`src/design/sas_pkg.sv`:
```
`default_nettype none
// ----------------------------------------------------------------------------
// sas_pkg
// shared constants and controller/datapath command and status types
// ----------------------------------------------------------------------------
package sas_pkg;
  localparam int unsigned MaxText   = 256;
  localparam int unsigned Alphabet  = 16;
  localparam int unsigned MaxStates = 512;
  localparam int unsigned SymW      = 4;

  localparam logic CmdAppend = 1'b0;
  localparam logic CmdQuery  = 1'b1;

  typedef enum logic [3:0] {
    OpNone,
    OpClrWr,
    OpStart,
    OpRdTr,
    OpRdLen,
    OpWrFresh,
    OpWalkWr,
    OpRdNxtLen,
    OpCopyRd,
    OpCopyWr,
    OpCloneFin,
    OpRedirWr,
    OpLinkSelf,
    OpQryRd,
    OpQryUse,
    OpLinkNxt
  } op_e;

  typedef struct packed {
    op_e  op;
    logic qry_last;
  } dp_cmd_t;

  typedef struct packed {
    logic clr_done;
    logic tr_zero;
    logic tr_is_nxt;
    logic cur_root_end;
    logic len_match;
    logic copy_done;
    logic full;
    logic sym_bad;
  } dp_sts_t;
endpackage
`default_nettype wire

```
`src/design/sas_ctrl.sv`:
```
`default_nettype none
// ----------------------------------------------------------------------------
// sas_ctrl
// sequencer for table clear, append walks, clone and queries
// ----------------------------------------------------------------------------
module sas_ctrl (
  input  wire               clk_i,
  input  wire               rst_ni,
  input  wire               in_valid_i,
  output logic              in_ready_o,
  input  wire               command_i,
  input  wire               last_i,
  output logic              out_valid_o,
  input  wire               out_ready_i,
  output logic              kind_o,
  output logic              found_o,
  output logic              full_error_o,
  input  wire               alive_i,
  input  sas_pkg::dp_sts_t  sts_i,
  output sas_pkg::dp_cmd_t  cmd_o
);
  import sas_pkg::*;

  typedef enum logic [3:0] {
    StClear, StIdle, StRdLen, StWalkRd, StWalkChk, StLinkRd, StLenRd,
    StLenChk, StCopyRd, StCopyWr, StClFin, StRedRd, StRedChk, StLink,
    StQry
  } state_e;

  state_e state_q;
  logic   qlast_q;

  // a word is taken only when the result register is free by the next cycle
  assign in_ready_o = (state_q == StIdle) && (!out_valid_o || out_ready_i);

  always_comb begin
    cmd_o.op = OpNone;
    cmd_o.qry_last = 1'b0;
    case (state_q)
      StClear:   cmd_o.op = sts_i.clr_done ? OpNone : OpClrWr;
      StIdle:    if (in_valid_i && in_ready_o) begin
                   if (command_i == CmdQuery) cmd_o.op = OpQryRd;
                   else if (!sts_i.full && !sts_i.sym_bad) cmd_o.op = OpStart;
                 end
      StRdLen:   cmd_o.op = OpWrFresh;
      StWalkChk: cmd_o.op = sts_i.tr_zero ? OpWalkWr : OpRdLen;
      StLenRd:   cmd_o.op = OpRdNxtLen;
      StLenChk:  cmd_o.op = sts_i.len_match ? OpLinkSelf : OpNone;
      StCopyRd:  cmd_o.op = OpCopyRd;
      StCopyWr:  cmd_o.op = OpCopyWr;
      StClFin:   cmd_o.op = OpCloneFin;
      StRedChk:  cmd_o.op = sts_i.tr_is_nxt ? OpRedirWr : OpLinkNxt;
      StLink:    cmd_o.op = OpLinkSelf;
      StQry: begin
        cmd_o.op = OpQryUse;
        cmd_o.qry_last = qlast_q;
      end
      default: ;
    endcase
  end

  always_ff @(posedge clk_i or negedge rst_ni) begin
    if (!rst_ni) begin
      state_q <= StClear; out_valid_o <= 1'b0; kind_o <= 1'b0; found_o <= 1'b0;
      full_error_o <= 1'b0; qlast_q <= 1'b0;
    end else begin
      if (out_valid_o && out_ready_i) out_valid_o <= 1'b0;
      case (state_q)
        StClear: if (sts_i.clr_done) state_q <= StIdle;
        StIdle: if (in_valid_i && in_ready_o) begin
          if (command_i == CmdQuery) begin
            qlast_q <= last_i; state_q <= StQry;
          end else begin
            out_valid_o <= 1'b1; kind_o <= CmdAppend; found_o <= 1'b0;
            full_error_o <= sts_i.full;
            if (!sts_i.full && !sts_i.sym_bad) state_q <= StRdLen;
          end
        end
        StRdLen:   state_q <= StWalkRd;
        StWalkRd:  state_q <= StWalkChk;
        StWalkChk: state_q <= sts_i.tr_zero ? StLinkRd : StLenRd;
        StLinkRd:  state_q <= sts_i.cur_root_end ? StLink : StWalkRd;
        StLenRd:   state_q <= StLenChk;
        StLenChk:  state_q <= sts_i.len_match ? StIdle : StCopyRd;
        StCopyRd:  state_q <= StCopyWr;
        StCopyWr:  state_q <= sts_i.copy_done ? StClFin : StCopyRd;
        StClFin:   state_q <= StRedRd;
        StRedRd:   state_q <= StRedChk;
        StRedChk:  state_q <= sts_i.tr_is_nxt ? StRedRd : StLink;
        StLink:    state_q <= StIdle;
        StQry: begin
          state_q <= StIdle;
          // result register is free here since the word was taken
          if (qlast_q) begin
            out_valid_o <= 1'b1; kind_o <= CmdQuery;
            found_o <= alive_i && !sts_i.tr_zero; full_error_o <= 1'b0;
          end
        end
        default: state_q <= StIdle;
      endcase
    end
  end
endmodule
`default_nettype wire

```
`config.mk`:
```
export PLATFORM = sky130hd
export DESIGN_NAME = sas_ctrl
export DESIGN_NICKNAME = d
export VERILOG_FILES = /design/src/design/sas_pkg.sv /design/src/design/sas_ctrl.sv
export SDC_FILE = /design/constraint.sdc
export NUM_CORES = 1
export LEC_CHECK = 0
export ABC_AREA = 1
export BUFFER_PORTS_ARGS = -buffer_cell sky130_fd_sc_hd__buf_2
export CAP_MARGIN = 20
export CORE_UTILIZATION = 44
export CTS_CLUSTER_SIZE = 8
export DETAILED_ROUTE_END_ITERATION = 7
export PLACE_DENSITY = 0.77
export SLEW_MARGIN = 20
export SYNTH_ARGS = -nofsm -noshare
export SYNTH_HDL_FRONTEND = slang
export SYNTH_SLANG_ARGS = --single-unit
```
`constraint.sdc`:
```
create_clock -name clk_i -period 1.6 [get_ports clk_i]
set_clock_uncertainty 0.05 [all_clocks]
set_input_delay 0.4 -clock clk_i [delete_from_list [all_inputs] [get_ports clk_i]]
set_output_delay 0.4 -clock clk_i [all_outputs]
set_load 0.02 [all_outputs]
```
==> flow_summary.yaml <==
drt:
  drt_pass1_iterations: 4
  drc: 0
  wl_per_cell_microns: 16.24
  detail-route-antenna-nets: 0
  vias: 1070
  vias_per_cell: 5.544
  totalWireLength_microns: 3134
  drt-initial-drc-count: 61
sta:
  worst_pin_slew_ns: 0.3220
  fin_crit_ns: 1.983
  slew_viol_final: 0
  setup_viol: 6
  whs_ns: 0.3378
  relSlewSlack: 0.7831
  timing.final.crit_share: 1.239
  rsz0062_at_grt: "true"
  fmax_mhz: 504.4
  fin_ws_ns: -0.3825
  hold_violations: 0
global_route:
  grt_max_degree: 10
  grtUsageTotal: 0.3450
  grt_overflow: 0
  grt_pass1_vias: 1085
  grt_pass1_wl_microns: 4705
  antenna_found_initial: 0
pwr:
  p_leak_nw: 0.7457
  max-vdd-ir-drop_mv: 1.368
  power.density_nw_per_um2: 2054
synth:
  syn_inst: 117
  yosysSeqAreaShare: 0.3025
  postSynthAreaPerCell_sq_um: 6.363
  ys_ff_latch: 9
  netlist_area_sq_um: 744.5
  yosysWarnings: 0
  syn-num-nets: 132
  ys_types: 22
placement:
  port_buffers: 24
  gp_congestion: 0.9470
  hpwlAfterDp_microns: 1835
setup_path:
  critPathCaptureType: "primary output"
  critPathKind: "reg -> out"
  cp-startpoint: "state_q[1]$_DFFE_PN0P_"
  start_kind: "flip-flop"
  crit_arrival_ns: 1.53
  rr_worst_depth: 10
  critPathRequiredTime_ns: 1.15
  rrSetupSlack_ns: 0
  crit_path_max_fanout: 4
  crit_end: "cmd_o[2]"
  rr_endpoint: "state_q[0]$_DFFE_PN0P_"
  r2r_start: "state_q[0]$_DFFE_PN0P_"
cells_and_area:
  final_layout_size_suffix_gt1_frac: 0.5819
  final_util: 0.8734
  nNetsFinal: 193
  syn_to_final_growth_pct: 80.84
  n_antenna_cell: 0
clock_network:
  root_buffer: "clkbuf_4"
  clkLatencyLatePin_ns: 0.27
  clock_path_buffers: 2
  path_clk_slew_ns: 0.07
  cts_sinks: 9
  cts_tree: "done"
  htree_levels: 1
  cts_buffers: 3
status:
  outcome: "finished, violations left"
  violations: "negative setup slack"
die:
  coreArea_sq_um: 1541
  die_h_microns: 43.14
  die_w_microns: 43.14
  ios: 25
  rows: 14
  start_util: 0.4830
  dieArea_sq_um: 1861
flow_run:
  maxCapViolCount: 0
hold_path:
  hold_path.class: "in -> reg"
-- timing repair --
action	in CTS	in global routing
setup endpoints to repair	6	13
pin swaps	10	3
hold buffers	1	0
resized for setup	32	19
hold endpoints to repair	9	0
setup buffers	7	2
-- final cells by class --
type	instances	area, sq um
Clock buffer	4	26.28
Fill cell	76	195.2
Inverter	16	65.06
Multi-Input combinational cell	91	583.1
Sequential cell	9	229.0
Tap cell	16	20.02
Timing Repair Buffer	57	422.9
-- how the worst min path moves through the flow --
stage / from / end / cells past startpoint
floorplan: rst_ni / found_o$_DFFE_PN0P_ / 0
global placement: rst_ni / kind_o$_DFFE_PN0P_ / 1
detailed placement: rst_ni / kind_o$_DFFE_PN0P_ / 1
CTS: alive_i / found_o$_DFFE_PN0P_ / 3
global route: alive_i / found_o$_DFFE_PN0P_ / 3
finish: alive_i / found_o$_DFFE_PN0P_ / 3
-- layout by cell type (no fill, tap or decap), types with 2 or more instances in the layout --
cell type   n
nand3_1     7
dfrtp_1     6
o21ai_0     4
nand2_2     4
dfrtp_2     3
nor2_2      4
inv_2       6
buf_2      18
nand3_2     5
inv_4       2
nand2_1    27
nor2_4      5
inv_1       8
nor2_1     10
nand2_4     8
buf_6      10
nor3_1      3
buf_4      28
clkbuf_4    3
-- worst max-delay path, cell delays in order (launching register included) --
cell and delay (ns):
dfrtp_2 0.45, inv_2 0.10, nand2_4 0.06, nor2_4 0.15, nand3_4 0.10, inv_4 0.10
nand2_4 0.06, o21ai_4 0.13, buf_6 0.13
-- through the flow --
stage                     setup WS, ns  power (W)  instance area [sq um]  TNS [ns]  cells
after floorplan               -0.03407   0.001336                  762.0  -0.06076    117
after global placement        -0.09722   0.001909                   1079   -0.3023    181
after detailed placement       -0.1218   0.001942                   1079   -0.4269    181
after CTS                      -0.3541   0.002496                   1274    -1.971    193
after global routing           -0.4310   0.002912                   1346    -2.247    193
final                          -0.3825   0.002765                   1346    -1.974    193
-- where the power goes --
group | leakage, nW | total (W) | switching [W] | internal [W]
Clock | 0.0150 | 0.000187 | 0.0000907 | 0.0000966
Sequential | 0.113 | 0.000463 | 0.000131 | 0.000332
Combinational | 0.618 | 0.00211 | 0.00114 | 0.000972
-- sequential cells by signal, indices dropped and copies added (netlist names) --
signal / flops
found_o: 1
full_error_o: 1
state_q: 4
out_valid_o: 1
qlast_q: 1
kind_o: 1
-- logic make-up after synthesis --
family,Yosys count,share of synthesized area
AND/OR/NAND/NOR,80,0.5177
flip-flops,9,0.3025
buffers and inverters,17,0.09579
AO/OA/AOI/OAI,11,0.08403
-- Yosys cell counts, drive strengths merged --
library cell / number / area share
nand4: 1 / 0.0084
nand3: 13 / 0.10
or2: 3 / 0.025
nand3b: 1 / 0.010
nor3: 4 / 0.027
o22ai: 1 / 0.0084
o211ai: 1 / 0.010
o21ai: 6 / 0.045
nor2: 19 / 0.13
a21oi: 3 / 0.020
inv: 16 / 0.081
buf: 1 / 0.015
nand2: 39 / 0.22
dfrtp: 9 / 0.30
-- routing by layer --
metal | up-vias | part of all wire | GRT usage
li1 | 491 | - | -
met1 | 499 | 0.41 | 0.4324
met2 | 62 | 0.49 | 0.5612
met3 | 18 | 0.055 | 0.03404
met4 | 0 | 0.045 | 0.2121
met5 | - | 0 | 0
(Power assumes the default switching activity.)
